$ cat src/hdl/air_density_from_altitude_macros.svh
// assertion macros for the air density block
// no dependencies; clock clk and reset rst_n are taken from the including scope
`ifndef AIR_DENSITY_FROM_ALTITUDE_MACROS_SVH
`define AIR_DENSITY_FROM_ALTITUDE_MACROS_SVH

// same-cycle implication
`define ADFA_ASSERT_NOW(label, ante, cons) \
    label: assert property (@(posedge clk) disable iff (!rst_n) (ante) |-> (cons)) \
        else $error("adfa check failed");

// next-cycle implication
`define ADFA_ASSERT_NXT(label, ante, cons) \
    label: assert property (@(posedge clk) disable iff (!rst_n) (ante) |=> (cons)) \
        else $error("adfa check failed");

`endif

$ cat src/hdl/adfa_pkg.sv
// shared types and constants for the air density block
// no dependencies
package adfa_pkg;

    localparam int N_ENT  = 61;
    localparam int IDX_W  = 6;
    localparam int ALT_W  = 20;
    localparam int T_W    = 24;
    localparam int DEN_W  = 46;
    localparam int PQ_W   = 27;

    localparam logic [T_W-1:0]   T_BASE    = 24'd9220800;
    localparam logic [T_W-1:0]   T_SLOPE   = 24'd13;
    localparam logic [21:0]      DEN_CONST = 22'd3464357;
    localparam logic [35:0]      NUM_CONST = 36'd38619200000;
    localparam logic [16:0]      DENS_MAX  = 17'd131071;

    typedef enum logic [0:0] {REG_LAUNCH_ALT = 1'b0} adfa_reg_t;

    // breakpoint altitudes in metres
    localparam logic [13:0] ALT_M [0:N_ENT-1] = '{
        14'd0, 14'd152, 14'd305, 14'd457, 14'd610, 14'd762, 14'd914, 14'd1067,
        14'd1219, 14'd1372, 14'd1524, 14'd1676, 14'd1829, 14'd1981, 14'd2134,
        14'd2286, 14'd2438, 14'd2591, 14'd2743, 14'd2896, 14'd3048, 14'd3200,
        14'd3353, 14'd3505, 14'd3658, 14'd3810, 14'd3962, 14'd4115, 14'd4267,
        14'd4420, 14'd4572, 14'd4724, 14'd4877, 14'd5029, 14'd5182, 14'd5334,
        14'd5486, 14'd5639, 14'd5791, 14'd5944, 14'd6096, 14'd6248, 14'd6401,
        14'd6553, 14'd6706, 14'd6858, 14'd7010, 14'd7163, 14'd7315, 14'd7468,
        14'd7620, 14'd7772, 14'd7925, 14'd8077, 14'd8230, 14'd8382, 14'd8534,
        14'd8687, 14'd8839, 14'd8992, 14'd9144
    };

    // pressures in tenths of a kilopascal
    localparam logic [9:0] PRESS [0:N_ENT-1] = '{
        10'd1013, 10'd994, 10'd976, 10'd958, 10'd941, 10'd924, 10'd907, 10'd891,
        10'd874, 10'd858, 10'd843, 10'd827, 10'd811, 10'd796, 10'd781, 10'd767,
        10'd752, 10'd738, 10'd723, 10'd710, 10'd696, 10'd683, 10'd670, 10'd657,
        10'd644, 10'd631, 10'd619, 10'd607, 10'd595, 10'd583, 10'd571, 10'd560,
        10'd548, 10'd538, 10'd527, 10'd515, 10'd506, 10'd495, 10'd486, 10'd475,
        10'd466, 10'd456, 10'd446, 10'd437, 10'd428, 10'd419, 10'd410, 10'd401,
        10'd393, 10'd384, 10'd376, 10'd368, 10'd360, 10'd352, 10'd345, 10'd337,
        10'd329, 10'd322, 10'd315, 10'd308, 10'd301
    };

    // classified word handed from front to back
    typedef struct packed {
        logic [ALT_W-1:0] alt16;
        logic [N_ENT-3:0] above;   // above[j]: altitude beyond breakpoint j+1
        logic             clamped;
    } adfa_job_t;

    typedef struct packed {
        logic full;
        logic empty;
    } adfa_fifo_st_t;

endpackage

$ cat src/hdl/adfa_fifo.sv
// four-word queue between front and back
// depends on adfa_pkg
module adfa_fifo (
    input  logic                    clk,
    input  logic                    rst_n,
    input  logic                    push,
    input  adfa_pkg::adfa_job_t     wr_job,
    input  logic                    pop,
    output adfa_pkg::adfa_job_t     rd_job,
    output adfa_pkg::adfa_fifo_st_t st
);

    adfa_pkg::adfa_job_t mem_reg [4];
    logic [1:0] wr_ptr_reg;
    logic [1:0] rd_ptr_reg;
    logic [2:0] cnt_reg;
    logic       do_push;
    logic       do_pop;

    assign st.full  = (cnt_reg == 3'd4);
    assign st.empty = (cnt_reg == 3'd0);
    assign do_push  = push && !st.full;
    assign do_pop   = pop && !st.empty;
    assign rd_job   = mem_reg[rd_ptr_reg];

    always_ff @(posedge clk or negedge rst_n)
    begin
        if (!rst_n)
        begin
            wr_ptr_reg <= '0;
            rd_ptr_reg <= '0;
            cnt_reg    <= '0;
        end
        else
        begin
            if (do_push)
            begin
                wr_ptr_reg <= wr_ptr_reg + 2'd1;
            end
            if (do_pop)
            begin
                rd_ptr_reg <= rd_ptr_reg + 2'd1;
            end
            if (do_push && !do_pop)
            begin
                cnt_reg <= cnt_reg + 3'd1;
            end
            else if (do_pop && !do_push)
            begin
                cnt_reg <= cnt_reg - 3'd1;
            end
        end
    end

    always_ff @(posedge clk)
    begin
        if (do_push)
        begin
            mem_reg[wr_ptr_reg] <= wr_job;
        end
    end

endmodule

$ cat config.mk
export PLATFORM = sky130hd
export DESIGN_NAME = adfa_fifo
export DESIGN_NICKNAME = d
export VERILOG_FILES = /design/src/hdl/air_density_from_altitude_macros.svh /design/src/hdl/adfa_pkg.sv /design/src/hdl/adfa_fifo.sv
export SDC_FILE = /design/constraint.sdc
export NUM_CORES = 1
export LEC_CHECK = 0
export BUFFER_PORTS_ARGS = -buffer_cell sky130_fd_sc_hd__buf_2
export CAP_MARGIN = 0
export CELL_PAD_IN_SITES_DETAIL_PLACEMENT = 0
export CELL_PAD_IN_SITES_GLOBAL_PLACEMENT = 1
export CORE_MARGIN = 2
export CORE_UTILIZATION = 50
export CTS_CLUSTER_SIZE = 12
export DETAILED_ROUTE_END_ITERATION = 8
export PLACE_DENSITY_LB_ADDON = 0.1
export SLEW_MARGIN = 20
export SYNTH_ARGS = -nofsm -noshare
export SYNTH_HDL_FRONTEND = slang
export SYNTH_SLANG_ARGS = --single-unit
$ cat constraint.sdc
create_clock -name clk -period 3.4 [get_ports clk]
set_input_delay 0 -clock clk [delete_from_list [all_inputs] [get_ports clk]]
set_output_delay 0 -clock clk [all_outputs]
set_load 0.02 [all_outputs]
==> results.toml <==
[synthesis]
syn_area_mm2 = 0.0120
synth.ff_latch_count = 327
synthCells = 454
ys_seq_area_frac = 0.812
synth.most_common_cell = "edfxtp_1"
synth_area_leaders = "edfxtp_1 80%, mux4_2 15%, dfrtp_1 1.5%"
synthDominantCellAreaShare = 0.798
synth.distinct_cells = 20
netlist_top_cells_count = "320 x edfxtp_1, 80 x mux4_2, 8 x buf_12, 8 x buf_2, 7 x dfrtp_1"
ys_async_sr_fraction = 0.0214
ys.flop_type = "edfxtp_1"
yosysWarnings = 0
yosys.area.top_type = "edfxtp_1"
synth.avg_cell_area_um2 = 26.5
syn_nets = 544
synth-edff-count = 320

[worst_hold_path]
hold_start = "wr_job[52]"
hold_path.class = "in2reg"

[pwr]
p_leak_nw = 5.23
pwr-share-seq = 0.433
p_switching_mw = 4.05
p_int_mw = 9.10
irDropWorstVdd_v = 0.000508
sw_frac_of_total = 0.308
powerDensity_mw_per_mm2 = 871
p_comb_frac = 0.308
pwr-share-clk = 0.258

[floorplan]
io_pins = 166
die_w_um = 159
die-area_mm2 = 0.0254
initial_utilization = 0.512
design.core.area_mm2 = 0.0235
rows = 56
die_h_um = 159

[routing]
vias = 5614
ant_nets = 0
drtIter0Drc = 377
drt_pass1_iterations = 7
avgRoutedWirePerCell_um = 20.8
viasPerCell = 5.25
routed_wl_um = 22200
drc_errors = 0

[layout]
largest_reg_flops = 320
fill_cells = 1649
drive_gt1_frac = 0.411
final_nets = 825
syn2layout_area_growth_pct = 25.2
fin_cells = 1070

[grt]
grt-ovfl-total = 0
grt_max_degree = 53
grt_pass1_wl_um = 35500
grt.total_usage = 0.182
antenna_found_initial = 1
grt_pass1_vias = 6301

[timing]
slew_viol_final = 0
finalClockSkew_ns = 0.0130
fmax_mhz = 395
slew_headroom = 0.599
fin_hold_ws_ns = 0.252
final-hold-violation-count = 0
setup_violations = 0
tightest_slew_ns = 0.601
fin_crit_ns = 2.53
finalCritPeriodShare = 0.744
rsz0062_at_grt = "false"
final.setup.tns_ns = 0

[placement]
globalplace.congestion = 0.747
hpwl_um = 13500
dp_cells = 933
io_buffer_count = 165

[job]
maxCapViolations = 0

[clock_network]
clk_pin_slew_worst_paths_ns = 0.06
numCtsBuffers = 35
cts_resized = 0
cts.sinks = 327
htreeDepth = 2
post_cts_buffers = 0
cts_root_buf = "clkbuf_16"
cts_tree = "yes"
insertion_delay_ns = 0.50
clockBufferDepth = 3

[outcome]
status = "complete, no violations"

[worst_setup_path]
r2r_start = "cnt_reg[2]$_DFFE_PN0P_"
start_kind = "flop"
worst_ep_arrival_time_ns = 2.53
crit_fanout = 29
startpoint = "rd_ptr_reg[0]$_DFFE_PN0P_"
criticalPathCategory = "reg2out"
worstSetupEndpointType = "output port"
worstPathRequired_ns = 3.40
## layer usage
metal  GRT usage  wire length [um]  part of all wire
met5           0                 0                 0
met4      0.0566               414             0.019
met3      0.0419              1340             0.060
met2       0.302             11300              0.51
met1       0.243              9240              0.42
## kinds of logic (layout without fill, tap and decap cells)
kind of cell	Yosys count	after routing	synth area share
and+or+nand+nor	10	10	0.00519
other	0	1	0
DFF	327	327	0.812
adders and majority gates	6	6	0.00685
xor gates and xnor gates	6	6	0.00436
buffers and inverters	23	319	0.0201
muxes	82	82	0.151
## placed cells by master, fill, tap and decap left out, types with 2 or more instances in the layout
master           n
clkbuf_1         5
edfxtp_1       320
dfrtp_1          5
buf_2          165
dlygate4sd3_1   84
mux4_2          80
and2_4           4
dfrtp_4          2
xor2_1           2
clkbuf_16       37
xnor2_1          4
clkinv_1         7
ha_1             5
mux2_2           2
inv_1            4
buf_4            9
buf_12           5
## critical path, stage by stage (launching register included)
cell and delay (ns):
dfrtp_4 0.81, buf_4 0.46, mux4_2 0.57, buf_2 0.18
## power by group through the flow
stage / registers [mW] / logic, mW / clock network (mW)
finish: 5.70 / 4.05 / 3.39
floorplan: 5.59 / 3.08 / 0
global route: 5.79 / 4.35 / 3.62
CTS: 5.72 / 4.16 / 3.49
global placement: 5.76 / 4.06 / 0
detailed placement: 5.80 / 4.07 / 0
## per-stage QoR
stage | util | instance area (um^2) | setup WS [ns] | power, mW
after floorplan | - | 12000 | 0.235 | 8.67
after global placement | 0.562 | 13200 | 1.14 | 9.81
after detailed placement | 0.562 | 13200 | 1.01 | 9.87
after CTS | 0.641 | 15100 | 0.760 | 13.4
after global routing | 0.641 | 15100 | 0.677 | 13.8
final | 0.641 | 15100 | 0.870 | 13.1
## area by class of cell
type | instances | area, um^2 | area share
flip-flops and latches | 327 | 9790 | 0.649
repair buffers | 263 | 1830 | 0.122
multi-input cells | 104 | 2030 | 0.135
inverters | 4 | 15.0 | 0.000995
diodes | 1 | 2.50 | 0.000166
clock buffers | 42 | 945 | 0.0626
well taps | 319 | 399 | 0.0265
clock inverters | 10 | 70.1 | 0.00464
## final timing paths
kind / endpoint / slack [ns] / cells after the start
worst max-delay path: rd_job[66] / 0.87 / 3
worst min-delay path: mem_reg[3][52]$_DFFE_PP_ / 0.25 / 2
worst max register to register: mem_reg[2][1]$_DFFE_PP_ / 1.02 / 4
worst min register to register: cnt_reg[2]$_DFFE_PN0P_ / 0.53 / 1
max in group asynchronous: rd_ptr_reg[1]$_DFFE_PN0P_ / 2.62 / 3
min in group asynchronous: wr_ptr_reg[0]$_DFFE_PN0P_ / 0.48 / 3
## what timing repair did
item,in CTS,in global routing
hold buffers,84,0
endpoints found under the setup margin,0,0
hold endpoints to repair,331,0
Note: power is estimated with default switching activity, not from simulation.
