--- config.mk ---
export PLATFORM = sky130hd
export DESIGN_NAME = adfa_front_flat
export DESIGN_NICKNAME = d
export VERILOG_FILES = /design/src/hdl/air_density_from_altitude_macros.svh /design/src/hdl/adfa_pkg.sv /design/src/hdl/adfa_ifs.sv /design/src/hdl/adfa_front.sv /design/src/flat_wrapper.sv
export SDC_FILE = /design/constraint.sdc
export NUM_CORES = 1
export LEC_CHECK = 0
export ABC_AREA = 1
export ABC_CLOCK_PERIOD_IN_PS = 4500
export BUFFER_PORTS_ARGS = -buffer_cell sky130_fd_sc_hd__buf_2
export CORE_UTILIZATION = 50
export DETAILED_ROUTE_END_ITERATION = 16
export PLACE_DENSITY_LB_ADDON = 0.08
export SLEW_MARGIN = 10
export SYNTH_ARGS = -nofsm -noshare
export SYNTH_HDL_FRONTEND = slang
export SYNTH_SLANG_ARGS = --single-unit
--- constraint.sdc ---
create_clock -name clk -period 4.5 [get_ports clk]
set_input_delay 1.125 -clock clk [delete_from_list [all_inputs] [get_ports clk]]
set_output_delay 1.125 -clock clk [all_outputs]
set_load 0.02 [all_outputs]
--- src/hdl/air_density_from_altitude_macros.svh ---
// assertion macros for the air density block
// no dependencies; clock clk and reset rst_n are taken from the including scope
`ifndef AIR_DENSITY_FROM_ALTITUDE_MACROS_SVH
`define AIR_DENSITY_FROM_ALTITUDE_MACROS_SVH

// same-cycle implication
`define ADFA_ASSERT_NOW(label, ante, cons) \
    label: assert property (@(posedge clk) disable iff (!rst_n) (ante) |-> (cons)) \
        else $error("adfa check failed");

// next-cycle implication
`define ADFA_ASSERT_NXT(label, ante, cons) \
    label: assert property (@(posedge clk) disable iff (!rst_n) (ante) |=> (cons)) \
        else $error("adfa check failed");

`endif

--- src/hdl/adfa_pkg.sv ---
// shared types and constants for the air density block
// no dependencies
package adfa_pkg;

    localparam int N_ENT  = 61;
    localparam int IDX_W  = 6;
    localparam int ALT_W  = 20;
    localparam int T_W    = 24;
    localparam int DEN_W  = 46;
    localparam int PQ_W   = 27;

    localparam logic [T_W-1:0]   T_BASE    = 24'd9220800;
    localparam logic [T_W-1:0]   T_SLOPE   = 24'd13;
    localparam logic [21:0]      DEN_CONST = 22'd3464357;
    localparam logic [35:0]      NUM_CONST = 36'd38619200000;
    localparam logic [16:0]      DENS_MAX  = 17'd131071;

    typedef enum logic [0:0] {REG_LAUNCH_ALT = 1'b0} adfa_reg_t;

    // breakpoint altitudes in metres
    localparam logic [13:0] ALT_M [0:N_ENT-1] = '{
        14'd0, 14'd152, 14'd305, 14'd457, 14'd610, 14'd762, 14'd914, 14'd1067,
        14'd1219, 14'd1372, 14'd1524, 14'd1676, 14'd1829, 14'd1981, 14'd2134,
        14'd2286, 14'd2438, 14'd2591, 14'd2743, 14'd2896, 14'd3048, 14'd3200,
        14'd3353, 14'd3505, 14'd3658, 14'd3810, 14'd3962, 14'd4115, 14'd4267,
        14'd4420, 14'd4572, 14'd4724, 14'd4877, 14'd5029, 14'd5182, 14'd5334,
        14'd5486, 14'd5639, 14'd5791, 14'd5944, 14'd6096, 14'd6248, 14'd6401,
        14'd6553, 14'd6706, 14'd6858, 14'd7010, 14'd7163, 14'd7315, 14'd7468,
        14'd7620, 14'd7772, 14'd7925, 14'd8077, 14'd8230, 14'd8382, 14'd8534,
        14'd8687, 14'd8839, 14'd8992, 14'd9144
    };

    // pressures in tenths of a kilopascal
    localparam logic [9:0] PRESS [0:N_ENT-1] = '{
        10'd1013, 10'd994, 10'd976, 10'd958, 10'd941, 10'd924, 10'd907, 10'd891,
        10'd874, 10'd858, 10'd843, 10'd827, 10'd811, 10'd796, 10'd781, 10'd767,
        10'd752, 10'd738, 10'd723, 10'd710, 10'd696, 10'd683, 10'd670, 10'd657,
        10'd644, 10'd631, 10'd619, 10'd607, 10'd595, 10'd583, 10'd571, 10'd560,
        10'd548, 10'd538, 10'd527, 10'd515, 10'd506, 10'd495, 10'd486, 10'd475,
        10'd466, 10'd456, 10'd446, 10'd437, 10'd428, 10'd419, 10'd410, 10'd401,
        10'd393, 10'd384, 10'd376, 10'd368, 10'd360, 10'd352, 10'd345, 10'd337,
        10'd329, 10'd322, 10'd315, 10'd308, 10'd301
    };

    // classified word handed from front to back
    typedef struct packed {
        logic [ALT_W-1:0] alt16;
        logic [N_ENT-3:0] above;   // above[j]: altitude beyond breakpoint j+1
        logic             clamped;
    } adfa_job_t;

    typedef struct packed {
        logic full;
        logic empty;
    } adfa_fifo_st_t;

endpackage

--- src/hdl/adfa_ifs.sv ---
// channel interfaces of the air density block
// no dependencies
interface adfa_in_if;
    logic        valid;
    logic        ready;
    logic [17:0] height_above_launch;
    modport source (output valid, output height_above_launch, input ready);
    modport sink (input valid, input height_above_launch, output ready);
endinterface


--- src/hdl/adfa_front.sv ---
// front stage: forms the sea-level altitude and classifies it against the breakpoints
// depends on adfa_pkg
module adfa_front (
    input  logic                  clk,
    input  logic                  rst_n,
    input  logic [13:0]           launch_alt,
    adfa_in_if.sink               in_ch,
    input  adfa_pkg::adfa_fifo_st_t fifo_st,
    output logic                  push,
    output adfa_pkg::adfa_job_t   job
);

    logic                f_valid_reg;
    adfa_pkg::adfa_job_t f_job_reg;
    adfa_pkg::adfa_job_t job_next;
    logic                take;

    always_comb
    begin
        job_next.alt16 = {2'b00, launch_alt, 4'b0000} + 20'(in_ch.height_above_launch);
        for (int j = 0; j < adfa_pkg::N_ENT - 2; j++)
        begin
            job_next.above[j] = job_next.alt16 > {2'b00, adfa_pkg::ALT_M[j+1], 4'b0000};
        end
        job_next.clamped = job_next.alt16 >
                           {2'b00, adfa_pkg::ALT_M[adfa_pkg::N_ENT-1], 4'b0000};
    end

    assign push        = f_valid_reg && !fifo_st.full;
    assign in_ch.ready = !f_valid_reg || !fifo_st.full;
    assign take        = in_ch.valid && in_ch.ready;
    assign job         = f_job_reg;

    always_ff @(posedge clk or negedge rst_n)
    begin
        if (!rst_n)
        begin
            f_valid_reg <= 1'b0;
        end
        else if (take)
        begin
            f_valid_reg <= 1'b1;
        end
        else if (push)
        begin
            f_valid_reg <= 1'b0;
        end
    end

    always_ff @(posedge clk)
    begin
        if (take)
        begin
            f_job_reg <= job_next;
        end
    end

endmodule

--- src/flat_wrapper.sv ---
// flat-port wrapper written by rule: the top's interface ports become plain ports
module adfa_front_flat 
  (clk, rst_n, launch_alt, fifo_st, push, job, in_ch_valid, in_ch_height_above_launch, in_ch_ready);
  adfa_in_if in_ch_i ();
  input  logic clk;
  input  logic rst_n;
  input  logic [13:0] launch_alt;
  input  adfa_pkg::adfa_fifo_st_t fifo_st;
  output logic push;
  output adfa_pkg::adfa_job_t job;
  input wire logic [$bits(in_ch_i.valid)-1:0] in_ch_valid;
  input wire logic [$bits(in_ch_i.height_above_launch)-1:0] in_ch_height_above_launch;
  output wire logic [$bits(in_ch_i.ready)-1:0] in_ch_ready;
  assign in_ch_i.valid = in_ch_valid;
  assign in_ch_i.height_above_launch = in_ch_height_above_launch;
  assign in_ch_ready = in_ch_i.ready;
  adfa_front u_core (.clk(clk), .rst_n(rst_n), .launch_alt(launch_alt), .in_ch(in_ch_i), .fifo_st(fifo_st), .push(push), .job(job));
endmodule
==> metrics <==
diode count 0; pwr dens 381.0 mW/mm2; post_cts resized 0; GR peak layer met2; ys flop type edfxtp_1; setup_tns 0 ns; grt ovf 0; P&R area growth vs syn 19.33%; antenna violations before repair 0; met3 Usage GRT 0.1060; CP Data Required Time 4.61 ns; detailed placement HPWL 18,780 um; crit path time final 3.710 ns; Setup CP Type in2reg; Worst Hold Class in2async; clk buf depth 2; switch share 0.3904; row count 40; Seq/Total Area, Yosys 0.3748; crit path max fanout 5; Tot GR Track Use 0.3824; Post-synth EDFFs 79; Final Max Tran Viols 0; fmax 0.2695 GHz; Initial Util 0.5216; DR vias 7,302; Num CTS Buffers 9; chip height 115.1 um; # clock sinks 80; Setup violations, final 0; Detailed Routing Iterations Pass 1 6; # IOs approximately 120; Pint ~1.8 mW; WL/cell approximately 19 um; Worst Skew ~0.013 ns; peak per-stage delay on the critical path about 0.46 ns; Root Driver clkbuf_16; GPL Wtd Cong 1.032; CTS Hold Buffers Added 0; Max VDD drop 0.2268 mV; Yosys Warn Count 0; Starting DRT DRC Count between 800 and 900; sequential power share 0.317; RSZ-0062 raised after global routing no; TritonCTS clock tree yes; CP Capture Type flop; first-pass GRT wire length roughly 37,000 um; Worst R2R Path Depth 2; crit path launch in_ch_height_above_launch[4]; IO buf count between 100 and 150; Cell variety after synth 31; Slew headroom 0.3642; CP Launch Type primary input; LEAKAGE 3.275 nW; #FFs+latches synth 80; Synth Cell Area 0.006396 mm2; H-tree Lvls 3; Mapped Avg Cell Area 6.628 um2; Worst Path Arrival 3.82 ns; chip width 115.1 um; Synth Instances 965; Vias/cell 5.741; DR DRC count 0; fill cell count about 1,200; Post-Layout Inst Area around 0.0076 mm2; status finished, final reports clean; fraction of layout instances using a drive strength above 1 0.1857; CORE AREA 0.01226 mm2; flop2flop setup slack 2.78 ns; fin crit share 0.8245; Final ANT Viol Nets 0; syn nets 1,017; final wirelength 24,310 um; Hold Worst Slack 0.5237 ns; Global Route met1 Usage 0.5033; reg2reg start u_core.f_valid_reg; ys async rst share 0.01250; Comb power frac 0.374; Layout Nets 1,151; placed inst area 0.007271 mm2; Sw Pwr 1.135 mW; worst slew pin tran 0.9538 ns; Post-CTS Setup Inserts 0; Crit-path slowest cell fa_1; final hold violation count 0; max reg flops 79; clock group share of total power 0.309; vias in the first global route 6,549; Clock transition at path regs roughly 0.06 ns; Max-Cap Viols 0; critical path, cell by cell buf_2 > ha_1 > fa_1 > nand3_1 > nand2_1 > nand2_1 > nand2_2 > nand2_1 > inv_1 > nor2_1 > o21ai_0 > nand3_1 > nand2_1 > nand2_1 > inv_1; largest net degree at the start of global routing 80; most frequent CP cell nand2_1; worst skew pair latency 0.36 ns; M2 GR Usage 0.5683; die area 0.01325 mm2; reg2reg end u_core.job[65]
-- synth_stat cells (2+ instances only) --
cell type | count | area [um2]
nand2_1 | 291 | 1092
nor2_1 | 180 | 675.7
inv_1 | 109 | 409.1
nand3_1 | 97 | 485.5
edfxtp_1 | 79 | 2372
a21oi_1 | 46 | 230.2
o21ai_0 | 32 | 160.2
nand2_2 | 22 | 137.6
nand4_1 | 20 | 125.1
nor2_2 | 16 | 100.1
ha_1 | 14 | 175.2
nor3_1 | 13 | 65.06
buf_2 | 8 | 40.04
buf_4 | 7 | 52.55
nand3_2 | 6 | 60.06
o21ai_1 | 4 | 20.02
nor2_4 | 3 | 33.78
a31oi_1 | 2 | 12.51
inv_2 | 2 | 7.510
nand3b_1 | 2 | 15.01
o211ai_1 | 2 | 15.01
-- per-layer routing --
| layer | share of wire | vias up | wire (um) |
|---|---|---|---|
| met5 | 0 | - | 0 |
| met1 | 0.40 | 3234 | 9744 |
| li1 | - | 3410 | - |
| met2 | 0.42 | 536 | 10090 |
| met3 | 0.13 | 122 | 3047 |
| met4 | 0.058 | 0 | 1422 |
-- cells in the final DEF (no fill, tap or decap), drive strengths merged --
cell    Yosys  final
inv       111    111
buf        15    138
and2        1      1
a31oi       2      2
clkbuf      0     11
a21oi      47     47
o21ai      36     36
nand4      20     20
bufinv      0      4
nor3       13     13
nand3b      2      2
fa          1      1
conb        1      1
nand3     104    104
dfrtp       1      1
and3        1      1
o211ai      2      2
edfxtp     79     79
or2         2      2
clkinv      0      1
nor2      199    199
nand2     314    314
ha         14     14
-- cell type report --
| type | count | area, um2 | share of cell area |
|---|---|---|---|
| sequential | 80 | 2397 | 0.3141 |
| multi-input combinational | 759 | 3501 | 0.4587 |
| inverter | 111 | 416.7 | 0.05459 |
| tap | 168 | 210.2 | 0.02754 |
| clock buffer | 11 | 232.7 | 0.03049 |
| timing repair buffer | 138 | 745.7 | 0.09770 |
| clock inverter | 5 | 128.9 | 0.01689 |
-- critical path: cells and delay by family --
family,cells,cell delay [ns]
AO/OA/AOI/OAI,1,0.16
adder cells (fa/ha/maj),2,0.71
buffers and inverters,3,0.36
AND/OR/NAND/NOR,9,1.48
-- cells by family after synthesis --
logic type      synth area share
simple gates              0.4446
fa+ha+maj                0.03052
flops                     0.3748
compound gates           0.06983
buf+inv                  0.07962
other cells            0.0005863
-- metrics by stage --
stage                     utilization  total power, mW  std cells  setup slack (ns)
final                          0.6224            2.908       1272            0.7897
after global routing           0.6224            3.011       1272            0.6894
after CTS                      0.6224            2.868       1272            0.8728
after detailed placement       0.5930            1.976       1256            0.5164
after global placement         0.5930            1.976       1256            0.5499
after floorplan                     -            1.606        965            0.7517
-- how the worst max path moves through the flow --
stage / to / cells past startpoint / slack (ns)
floorplan: u_core.job[0] / 2 / 0.75
global placement: u_core.job[40] / 14 / 0.55
detailed placement: u_core.job[40] / 14 / 0.52
CTS: u_core.job[40] / 14 / 0.87
global route: u_core.job[40] / 14 / 0.69
finish: u_core.job[54] / 15 / 0.79
-- power groups by stage --
| stage | logic, mW | clock network [mW] | registers [mW] |
|---|---|---|---|
| floorplan | 0.590 | 0 | 1.02 |
| global placement | 1.04 | 0 | 0.936 |
| detailed placement | 1.04 | 0 | 0.938 |
| CTS | 1.04 | 0.900 | 0.923 |
| global route | 1.16 | 0.927 | 0.928 |
| finish | 1.09 | 0.897 | 0.922 |
Power figures use the tool's default switching activity.
